[src/sv/drl_pkg.sv]
// Shared constants and control/status types for the DDA line rasterizer.
`default_nettype none

package drl_pkg;

    // Width of every coordinate port.
    localparam int FIELD_W = 6;

    // Default coordinate width and slope fraction width.
    localparam int COORD_BITS_DEF = 6;
    localparam int FRAC_BITS_DEF  = 16;

    // Commands from the controller to the datapath.
    typedef struct packed {
        logic load;         // Capture and order a new segment.
        logic div_start;    // Start the slope division.
        logic latch_slope;  // Capture the signed slope from the divider.
        logic emit;         // Load the current pixel into the output word and advance.
    } cmd_t;

    // Status from the datapath to the controller.
    typedef struct packed {
        logic len_zero;     // The segment is a single point.
        logic div_done;     // The slope quotient is ready.
        logic out_free;     // The output register can take a word this cycle.
        logic at_last;      // The current pixel is the last one of the segment.
    } stat_t;

endpackage

`default_nettype wire

[src/sv/drl_div.sv]
// Restoring unsigned divider that produces one quotient bit per cycle.
`default_nettype none

module drl_div #(
    parameter int NUM_W = 22,
    parameter int DEN_W = 6
) (
    input  wire logic             clk,
    input  wire logic             rst_n,
    input  wire logic             start,
    input  wire logic [NUM_W-1:0] num,
    input  wire logic [DEN_W-1:0] den,
    output logic      [NUM_W-1:0] quo,
    output logic                  done
);

    localparam int CW = $clog2(NUM_W + 1);

    logic [CW-1:0]    cnt_reg, cnt_next;
    logic             done_reg, done_next;
    logic [DEN_W-1:0] rem_reg, rem_next;
    logic [NUM_W-1:0] quo_reg, quo_next;
    logic [DEN_W:0]   trial;
    logic [DEN_W:0]   diff;
    logic             ge;

    // The dividend shifts out of the top of the quotient register while
    // quotient bits shift in at the bottom.
    always_comb
    begin
        trial = {rem_reg, quo_reg[NUM_W-1]};
        diff  = trial - {1'b0, den};
        ge    = (trial >= {1'b0, den});
    end

    always_comb
    begin
        cnt_next  = cnt_reg;
        rem_next  = rem_reg;
        quo_next  = quo_reg;
        done_next = 1'b0;
        if (start)
        begin
            cnt_next = CW'(NUM_W);
            rem_next = '0;
            quo_next = num;
        end
        else if (cnt_reg != '0)
        begin
            cnt_next  = cnt_reg - CW'(1);
            rem_next  = ge ? diff[DEN_W-1:0] : trial[DEN_W-1:0];
            quo_next  = {quo_reg[NUM_W-2:0], ge};
            done_next = (cnt_reg == CW'(1));
        end
    end

    always_ff @(posedge clk or negedge rst_n)
    begin
        if (!rst_n)
        begin
            cnt_reg  <= '0;
            done_reg <= 1'b0;
        end
        else
        begin
            cnt_reg  <= cnt_next;
            done_reg <= done_next;
        end
    end

    always_ff @(posedge clk)
    begin
        rem_reg <= rem_next;
        quo_reg <= quo_next;
    end

    assign quo  = quo_reg;
    assign done = done_reg;

endmodule

`default_nettype wire

[src/sv/drl_datapath.sv]
// Datapath: endpoint ordering, slope division, accumulator and output word register.
`default_nettype none

module drl_datapath #(
    parameter int COORD_BITS = drl_pkg::COORD_BITS_DEF,
    parameter int FRAC_BITS  = drl_pkg::FRAC_BITS_DEF
) (
    input  wire logic                          clk,
    input  wire logic                          rst_n,
    input  wire drl_pkg::cmd_t                 cmd,
    output drl_pkg::stat_t                     stat,
    input  wire logic [drl_pkg::FIELD_W-1:0]   start_x,
    input  wire logic [drl_pkg::FIELD_W-1:0]   start_y,
    input  wire logic [drl_pkg::FIELD_W-1:0]   end_x,
    input  wire logic [drl_pkg::FIELD_W-1:0]   end_y,
    input  wire logic                          out_ready,
    output logic                               out_valid,
    output logic [drl_pkg::FIELD_W-1:0]        pixel_x,
    output logic [drl_pkg::FIELD_W-1:0]        pixel_y,
    output logic                               last_pixel
);

    localparam int C  = COORD_BITS;
    localparam int F  = FRAC_BITS;
    localparam int NW = C + F;
    localparam int AW = C + F + 2;
    localparam int FW = drl_pkg::FIELD_W;

    // Endpoint decode and ordering.
    logic signed [C-1:0] x0, y0, x1, y1;
    logic signed [C:0]   dx, dy, dmin;
    logic signed [C:0]   adx_s, ady_s, amin_s;
    logic [C-1:0]        adx, ady;
    logic                xmajor, swap;
    logic signed [C-1:0] a0, b0, b1;

    always_comb
    begin
        x0     = start_x[C-1:0];
        y0     = start_y[C-1:0];
        x1     = end_x[C-1:0];
        y1     = end_y[C-1:0];
        dx     = (C+1)'(x1) - (C+1)'(x0);
        dy     = (C+1)'(y1) - (C+1)'(y0);
        adx_s  = dx[C] ? -dx : dx;
        ady_s  = dy[C] ? -dy : dy;
        adx    = adx_s[C-1:0];
        ady    = ady_s[C-1:0];
        xmajor = (ady <= adx);
        swap   = xmajor ? (x0 > x1) : (y0 > y1);
        if (xmajor)
        begin
            a0 = swap ? x1 : x0;
            b0 = swap ? y1 : y0;
            b1 = swap ? y0 : y1;
        end
        else
        begin
            a0 = swap ? y1 : y0;
            b0 = swap ? x1 : x0;
            b1 = swap ? x0 : x1;
        end
        dmin   = (C+1)'(b1) - (C+1)'(b0);
        amin_s = dmin[C] ? -dmin : dmin;
    end

    logic                 xmajor_reg;
    logic [C-1:0]         major_reg, major_next;
    logic [C-1:0]         len_reg;
    logic [C-1:0]         cnt_reg, cnt_next;
    logic [C-1:0]         amin_reg;
    logic                 neg_reg;
    logic signed [AW-1:0] acc_reg, acc_next;
    logic signed [AW-1:0] slope_reg, slope_next;

    // Slope division: (amin * 2^F + len / 2) / len.
    logic [NW-1:0] div_num;
    logic [NW-1:0] div_quo;
    logic          div_done;
    logic [AW-1:0] smag;

    assign div_num = {amin_reg, {(F - C + 1){1'b0}}, len_reg[C-1:1]};

    drl_div #(
        .NUM_W (NW),
        .DEN_W (C)
    ) u_div (
        .clk   (clk),
        .rst_n (rst_n),
        .start (cmd.div_start),
        .num   (div_num),
        .den   (len_reg),
        .quo   (div_quo),
        .done  (div_done)
    );

    assign smag       = AW'(div_quo[F:0]);
    assign slope_next = neg_reg ? -$signed(smag) : $signed(smag);

    // Round the accumulator half away from zero: a negative value takes
    // one less than a half before the floor shift.
    localparam logic [AW-1:0] HALF = AW'(1) << (F - 1);

    logic [AW-1:0]       round_sum;
    logic signed [C-1:0] minor;
    logic signed [C-1:0] major;
    logic [FW-1:0]       px, py;

    always_comb
    begin
        round_sum = acc_reg + (acc_reg[AW-1] ? (HALF - AW'(1)) : HALF);
        minor     = round_sum[F+C-1:F];
        major     = major_reg;
        px        = xmajor_reg ? FW'(major) : FW'(minor);
        py        = xmajor_reg ? FW'(minor) : FW'(major);
    end

    always_comb
    begin
        major_next = major_reg;
        cnt_next   = cnt_reg;
        acc_next   = acc_reg;
        if (cmd.load)
        begin
            major_next = a0;
            cnt_next   = '0;
            acc_next   = {{2{b0[C-1]}}, b0, {F{1'b0}}};
        end
        else if (cmd.emit)
        begin
            major_next = major_reg + C'(1);
            cnt_next   = cnt_reg + C'(1);
            acc_next   = acc_reg + slope_reg;
        end
    end

    always_ff @(posedge clk)
    begin
        major_reg <= major_next;
        cnt_reg   <= cnt_next;
        acc_reg   <= acc_next;
        if (cmd.load)
        begin
            xmajor_reg <= xmajor;
            len_reg    <= xmajor ? adx : ady;
            amin_reg   <= amin_s[C-1:0];
            neg_reg    <= dmin[C];
        end
        if (cmd.latch_slope)
        begin
            slope_reg <= slope_next;
        end
    end

    // Output word register.
    logic          out_valid_reg, out_valid_next;
    logic [FW-1:0] pixel_x_reg, pixel_y_reg;
    logic          last_reg;

    always_comb
    begin
        if (cmd.emit)
        begin
            out_valid_next = 1'b1;
        end
        else if (out_ready)
        begin
            out_valid_next = 1'b0;
        end
        else
        begin
            out_valid_next = out_valid_reg;
        end
    end

    always_ff @(posedge clk or negedge rst_n)
    begin
        if (!rst_n)
        begin
            out_valid_reg <= 1'b0;
        end
        else
        begin
            out_valid_reg <= out_valid_next;
        end
    end

    always_ff @(posedge clk)
    begin
        if (cmd.emit)
        begin
            pixel_x_reg <= px;
            pixel_y_reg <= py;
            last_reg    <= (cnt_reg == len_reg);
        end
    end

    assign out_valid  = out_valid_reg;
    assign pixel_x    = pixel_x_reg;
    assign pixel_y    = pixel_y_reg;
    assign last_pixel = last_reg;

    always_comb
    begin
        stat.len_zero = (len_reg == '0);
        stat.div_done = div_done;
        stat.out_free = !out_valid_reg || out_ready;
        stat.at_last  = (cnt_reg == len_reg);
    end

endmodule

`default_nettype wire

[src/sv/drl_ctrl.sv]
// Controller state machine that sequences segment load, slope division and pixel output.
`default_nettype none

module drl_ctrl (
    input  wire logic           clk,
    input  wire logic           rst_n,
    input  wire logic           in_valid,
    output logic                in_ready,
    input  wire drl_pkg::stat_t stat,
    output drl_pkg::cmd_t       cmd
);

    typedef enum logic [3:0] {
        ST_IDLE  = 4'b0001,
        ST_START = 4'b0010,
        ST_DIV   = 4'b0100,
        ST_EMIT  = 4'b1000
    } state_t;

    state_t state_reg, state_next;

    always_comb
    begin
        state_next      = state_reg;
        cmd             = '0;
        in_ready        = 1'b0;
        unique case (state_reg)
            ST_IDLE:
            begin
                in_ready = 1'b1;
                if (in_valid)
                begin
                    cmd.load   = 1'b1;
                    state_next = ST_START;
                end
            end
            ST_START:
            begin
                if (stat.len_zero)
                begin
                    state_next = ST_EMIT;
                end
                else
                begin
                    cmd.div_start = 1'b1;
                    state_next    = ST_DIV;
                end
            end
            ST_DIV:
            begin
                if (stat.div_done)
                begin
                    cmd.latch_slope = 1'b1;
                    state_next      = ST_EMIT;
                end
            end
            ST_EMIT:
            begin
                if (stat.out_free)
                begin
                    cmd.emit = 1'b1;
                    if (stat.at_last)
                    begin
                        state_next = ST_IDLE;
                    end
                end
            end
            default:
            begin
                state_next = ST_IDLE;
            end
        endcase
    end

    always_ff @(posedge clk or negedge rst_n)
    begin
        if (!rst_n)
        begin
            state_reg <= ST_IDLE;
        end
        else
        begin
            state_reg <= state_next;
        end
    end

endmodule

`default_nettype wire

[src/sv/dda_line_rasterizer_core.sv]
// Top level of the DDA line rasterizer: controller and datapath.
//
// The block takes one line segment per input word, given as two signed
// endpoints, and returns one output word per plotted pixel, with last_pixel
// set on the final one. The pixels run along the major axis (x when
// |dy| <= |dx|, otherwise y) from the smaller to the larger major coordinate,
// whichever endpoint comes first, and the minor coordinate follows a signed
// fixed-point slope with FRAC_BITS fraction bits, rounded half away from zero.
// A segment whose endpoints coincide yields a single pixel. Only the low
// COORD_BITS bits of each input coordinate are used, and output coordinates
// are sign-extended to the port width. One segment is worked on at a time:
// a segment is loaded, set up, run through the bit-serial slope divider
// (skipped for a single point) and then output, one pixel per cycle while
// out_ready stays high. The input is ready again as soon as the last pixel
// has entered the output register, so the next segment loads while that
// word still waits to be taken.
`default_nettype none

module dda_line_rasterizer_core #(
    parameter int COORD_BITS = drl_pkg::COORD_BITS_DEF,
    parameter int FRAC_BITS  = drl_pkg::FRAC_BITS_DEF
) (
    input  wire logic                        clk,
    input  wire logic                        rst_n,
    input  wire logic                        in_valid,
    output logic                             in_ready,
    input  wire logic [drl_pkg::FIELD_W-1:0] start_x,
    input  wire logic [drl_pkg::FIELD_W-1:0] start_y,
    input  wire logic [drl_pkg::FIELD_W-1:0] end_x,
    input  wire logic [drl_pkg::FIELD_W-1:0] end_y,
    output logic                             out_valid,
    input  wire logic                        out_ready,
    output logic [drl_pkg::FIELD_W-1:0]      pixel_x,
    output logic [drl_pkg::FIELD_W-1:0]      pixel_y,
    output logic                             last_pixel
);

    // Command and status groups between the controller and the datapath.
    drl_pkg::cmd_t  cmd;
    drl_pkg::stat_t stat;

    // The controller owns the input handshake and steps the datapath.
    drl_ctrl u_ctrl (
        .clk      (clk),
        .rst_n    (rst_n),
        .in_valid (in_valid),
        .in_ready (in_ready),
        .stat     (stat),
        .cmd      (cmd)
    );

    // The datapath orders the endpoints, divides out the slope, runs the
    // accumulator and holds the output word.
    drl_datapath #(
        .COORD_BITS (COORD_BITS),
        .FRAC_BITS  (FRAC_BITS)
    ) u_datapath (
        .clk        (clk),
        .rst_n      (rst_n),
        .cmd        (cmd),
        .stat       (stat),
        .start_x    (start_x),
        .start_y    (start_y),
        .end_x      (end_x),
        .end_y      (end_y),
        .out_ready  (out_ready),
        .out_valid  (out_valid),
        .pixel_x    (pixel_x),
        .pixel_y    (pixel_y),
        .last_pixel (last_pixel)
    );

endmodule

`default_nettype wire

[config.mk]
export PLATFORM = sky130hd
export DESIGN_NAME = dda_line_rasterizer_core
export DESIGN_NICKNAME = d
export VERILOG_FILES = /design/src/sv/drl_pkg.sv /design/src/sv/drl_div.sv /design/src/sv/drl_datapath.sv /design/src/sv/drl_ctrl.sv /design/src/sv/dda_line_rasterizer_core.sv
export SDC_FILE = /design/constraint.sdc
export NUM_CORES = 1
export LEC_CHECK = 0
export ABC_AREA = 1
export BUFFER_PORTS_ARGS = -buffer_cell sky130_fd_sc_hd__buf_2
export CORE_ASPECT_RATIO = 0.9
export CORE_MARGIN = 2
export CORE_UTILIZATION = 26
export CTS_CLUSTER_SIZE = 14
export DETAILED_ROUTE_END_ITERATION = 10
export GPL_TIMING_DRIVEN = 0
export SKIP_LAST_GASP = 1
export SLEW_MARGIN = 10
export SYNTH_ARGS = -nofsm -noshare
export SYNTH_HDL_FRONTEND = slang
export SYNTH_HIERARCHICAL = 1
export SYNTH_SLANG_ARGS = --single-unit
[constraint.sdc]
create_clock -name clk -period 3.46 [get_ports clk]
set_input_delay 0.519 -clock clk [delete_from_list [all_inputs] [get_ports clk]]
set_output_delay 0.519 -clock clk [all_outputs]
set_load 0.01 [all_outputs]
==> results <==
- The clock transition at the register clock pins on the worst setup and hold paths after CTS is about 0.060 ns.
- For this design the static power due to leakage is between 5 and 6 nW.
- Row generation in the floorplan step produced 66 rows.
- The combinational family with the most area after synthesis is simple AND/OR/NAND/NOR gates.
- The run finished, with violations left.
- TritonCTS built the clock tree.
- The final-report hold violation count is 0.
- The clock drives ~130 sinks.
- For this block, wires on met1 add up to 12620 µm.
- The tightest min-delay check is of the in -> reg type.
- Power spread over the standard cell area amounts to about 1200 nW/µm².
- The insertion delay of the later-clocked pin in the worst-skew pair is about 0.43 ns.
- With fillers left out, the area of the finished cells amounts to approximately 12000 µm².
- For this block, the initial DRC count from the detailed router was 783.
- The instance area at placement is 10600 µm².
- The final-report max-slew violation count is 0.
- The floorplan die height is around 190 µm.
- The final worst clock skew is a little under 0.01 ns.
- The detailed-route DRC error count is 0.
- The clock tree buffer depth is 2.
- The portion of synthesized area spent on multiplexers is 0%.
- In this run the remaining antenna-violating nets after routing total 0.
- Of the total power, registers draw a little over a fifth.
- The leading cell type in the layout, fill and taps excluded is sky130_fd_sc_hd__nand2_1.
- For this run, the leading register cell type out of synthesis is sky130_fd_sc_hd__edfxtp_1.
- In the final timing run, aggregate negative setup slack is -8.089 ns.
- The checks that failed: negative setup slack.
- Global routing used between 10% and 20% of the available tracks across all layers.
- The post-synthesis to final-layout area growth is 28.51%.
- In the synthesized netlist the async set-or-reset flop fraction comes to 8.730%.
- The number of placed I/O pins is 43.
- After technology mapping, the gate count stands at around 1300.
- After floorplanning, the core was sized to cover ~36000 µm².
- The placer's final routability congestion estimate is 0.9397.
- The highest metal layer carrying signal wires in the routed design is met4.
- Summing the areas of all compound-gate instances in the mapped netlist gives around 9.9% of the synthesized area.
- In this run switching power makes up 46.85% of total power.
- The required time of the critical path is 3.63 ns.
- The timing-limited maximum frequency is 219.5 MHz.
- Of all nets on the critical path, the largest fanout is 5.
- The starting density of the core is 26.50%.
- The worst setup path is launched from an input pin.
- The count of yosys warnings during synthesis is 6.
- 0 antenna diodes ended up in the layout.
- The number of antenna violations at the first check in global routing was 0.
- In this run, the clock network consumes 12.9% of the power.
- The post-synthesis average cell area is approximately 7.4 µm².
- The pin count of the biggest net entering global routing is 23.
- Counting tap cells, the placed design contains a total of approximately 1800 instances.
- Global routing finished with a remaining overflow of 0.
- For this run, the slowest stage of the critical path takes 0.28 ns.
- STA puts the critical path data arrival time at 4.73 ns.
- For this run, the register share of the synthesized area comes to a little over a third.
- After Yosys synthesis, full adders, half adders and majority gates account for around 11% of the synthesized area.
- The routed wirelength normalized by instance count is around 14 µm.
- Timing analysis after detailed placement gives a worst setup slack of -1.902 ns.
- In this run the tool buffered the top-level ports with 42 buffer cells.
- The post-layout minimum cycle time is between 4 and 5 ns.
- The via count of the first global-routing pass was approximately 8600.
- In this run, CTS created clock tree buffers numbering 17.
- The routed layout has around 9000 vias.
- At the end of the flow, the number of nets in the layout was 1523.
- The setup slack after layout is -1.096 ns.
- Combinational cells account for 65.5% of the total power.
- The HPWL after detailed placement is around 20000 µm.
- At the pin with the least slew margin, the transition time is around 0.86 ns.
- The root buffer selected by CTS is sky130_fd_sc_hd__clkbuf_16.
- Leaving out fill and tap cells, the most frequent cells in the layout are 340 x sky130_fd_sc_hd__nand2_1, 147 x sky130_fd_sc_hd__inv_1, 87 x sky130_fd_sc_hd__nand3_1, 87 x sky130_fd_sc_hd__edfxtp_1, 79 x sky130_fd_sc_hd__nor2_1.
- The final instance count without filler cells is approximately 1900.
- The total of flip-flops plus latches after synthesis is around 130.
- Setup repair after global routing could not meet its margin everywhere.
- The final critical path takes up 131.7% of the cycle.
- For this block, the routed nets add up to ~26000 µm of wire.
- The first global-routing pass estimated about 42000 µm of wire.
- The die width is approximately 210 µm.
- The total length of routed met3 wires is between 1000 and 1500 µm.
- IR analysis of the VDD net gives a maximum drop of roughly 870 µV.
- In this run, distinct cell masters in the synthesized netlist total 55.
- The H-tree generated during clock tree synthesis spans 4 levels.
- The slowest stage cell on the critical path is sky130_fd_sc_hd__ha_4.
- The completed layout was analyzed and its total power is 14.41 mW.
- The max-slew headroom at the worst pin is between 40 and 50%.
- The total met2 wirelength after detailed routing is roughly 12000 µm.
- The total standard cell area after synthesis is a little under 10000 µm².
- The area of the die is 38500 µm².
- The synthesized netlist devotes 30.75% of its cell area to simple gates.
- The first TritonRoute pass finished after 6 iterations.
- The power dissipated by switching net loads is 6.750 mW.
- Setup violations remaining at the end of the flow were counted as 14.
- The element type at the critical path end is a flip-flop.
- Yosys mapped a number of flops with a built-in enable equal to 87.
- Max-cap violations in this run came to 0.
- The kind of critical path is in -> reg.
- The share of post-route cells with drive strength above 1 is 21.95%.
- The mean number of vias per cell is 4.703.
- The internal portion of the total power is 7.657 mW.
- The fraction of synthesized cell area in xor and xnor cells is approximately 4.6%.
power groups by stage:
stage	clock network (mW)	logic, mW	registers (mW)
finish	1.87	9.44	3.10
global route	1.98	10.5	3.18
CTS	1.90	8.61	3.10
detailed placement	0	7.29	3.12
global placement	0	7.17	3.11
floorplan	0	5.68	2.93
final cells by class:
cell class                      instances  area [µm²]
Clock inverter                         15       187.7
Tap cell                              476       595.6
Clock buffer                           17       425.4
Inverter                              164       633.1
Multi-Input combinational cell        987        6221
Fill cell                            3658       23910
Sequential cell                       126        3450
Timing Repair Buffer                   94       683.2
Buffer                                 23       150.1
repair_timing:
action / 4_1_cts / 5_1_grt
hold buffers: 1 / 0
pin swaps: 37 / 42
endpoints found under the hold margin: 10 / 0
gates resized for setup: 76 / 90
setup buffers: 40 / 9
setup endpoints to repair: 36 / 21
kinds of logic (layout without fill, tap and decap cells):
kind of cell	Yosys count	in the layout
simple gates	667	667
xor+xnor	51	51
fa+ha+maj	82	82
other cells	1	11
flops	126	126
compound gates	176	176
buf+inv	188	313
worst max-delay path: cells and delay by family:
kind          cells  cell delay, ns
buf+inv           9            0.89
fa+ha+maj         4            0.92
xor+xnor          3            0.65
simple gates     16            1.71
layer usage:
| metal | GRT usage (%) | vias to the layer above |
|---|---|---|
| met5 | 0 | - |
| met4 | 4.615 | 0 |
| met3 | 2.462 | 40 |
| met2 | 21.30 | 246 |
| met1 | 19.14 | 4126 |
| li1 | - | 4533 |
through the flow:
stage | hold WS, ns | utilization [%]
floorplan | 0.2234 | -
global placement | 0.4101 | 29.15
detailed placement | 0.4105 | 29.24
CTS | 0.3627 | 32.73
global route | 0.3843 | 34.05
finish | 0.3787 | 34.05
synth_stat cells, types with 2 or more instances:
cell	count	area [µm²]
sky130_fd_sc_hd__nand2_1	374	1404
sky130_fd_sc_hd__nand3_4	2	35.03
sky130_fd_sc_hd__nand3_2	4	40.04
sky130_fd_sc_hd__fa_1	5	100.1
sky130_fd_sc_hd__nor3_1	20	100.1
sky130_fd_sc_hd__inv_1	161	604.3
sky130_fd_sc_hd__buf_2	8	40.04
sky130_fd_sc_hd__ha_1	77	963.4
sky130_fd_sc_hd__o21ai_0	74	370.4
sky130_fd_sc_hd__or2_2	5	31.28
sky130_fd_sc_hd__inv_2	2	7.510
sky130_fd_sc_hd__o22ai_1	3	18.77
sky130_fd_sc_hd__a21o_1	6	45.04
sky130_fd_sc_hd__nor2_2	5	31.28
sky130_fd_sc_hd__nor2_1	83	311.6
sky130_fd_sc_hd__nand2_4	4	45.04
sky130_fd_sc_hd__edfxtp_1	87	2613
sky130_fd_sc_hd__o21ai_1	4	20.02
sky130_fd_sc_hd__dfrtp_1	10	250.2
sky130_fd_sc_hd__clkbuf_1	9	33.78
sky130_fd_sc_hd__o21bai_1	3	22.52
sky130_fd_sc_hd__buf_1	2	7.510
sky130_fd_sc_hd__xnor2_1	21	183.9
sky130_fd_sc_hd__buf_4	4	30.03
sky130_fd_sc_hd__dfxtp_1	28	560.5
sky130_fd_sc_hd__o21ai_2	2	17.52
sky130_fd_sc_hd__nand4_1	15	93.84
sky130_fd_sc_hd__nor4_1	5	31.28
sky130_fd_sc_hd__nand3b_1	9	67.56
sky130_fd_sc_hd__nand2_2	4	25.02
sky130_fd_sc_hd__nand3_1	129	645.6
sky130_fd_sc_hd__a21oi_1	74	370.4
sky130_fd_sc_hd__xor2_1	30	262.8
path summary, 6_finish.rpt:
path | startpoint | end | slack (ns) | cells past startpoint
worst max-delay path | start_x[2] | u_datapath/amin_reg[4]$_DFFE_PP_ | -1.10 | 32
worst min-delay path | in_valid | u_ctrl/state_reg[1]$_DFFE_PN0P_ | 0.38 | 3
worst max register to register | u_ctrl/state_reg[1]$_DFFE_PN0P_ | u_datapath/acc_reg[18]$_DFFE_PP_ | 0.54 | 7
worst min register to register | u_datapath/u_div/cnt_reg[4]$_DFFE_PN0P_ | u_datapath/u_div/done$_DFF_PN0_ | 0.46 | 1
max in group asynchronous | rst_n | u_ctrl/state_reg[0]$_DFFE_PN1P_ | 2.69 | 2
min in group asynchronous | rst_n | u_datapath/out_valid$_DFFE_PN0P_ | 0.50 | 2
Note: power is estimated with default switching activity, not from simulation.
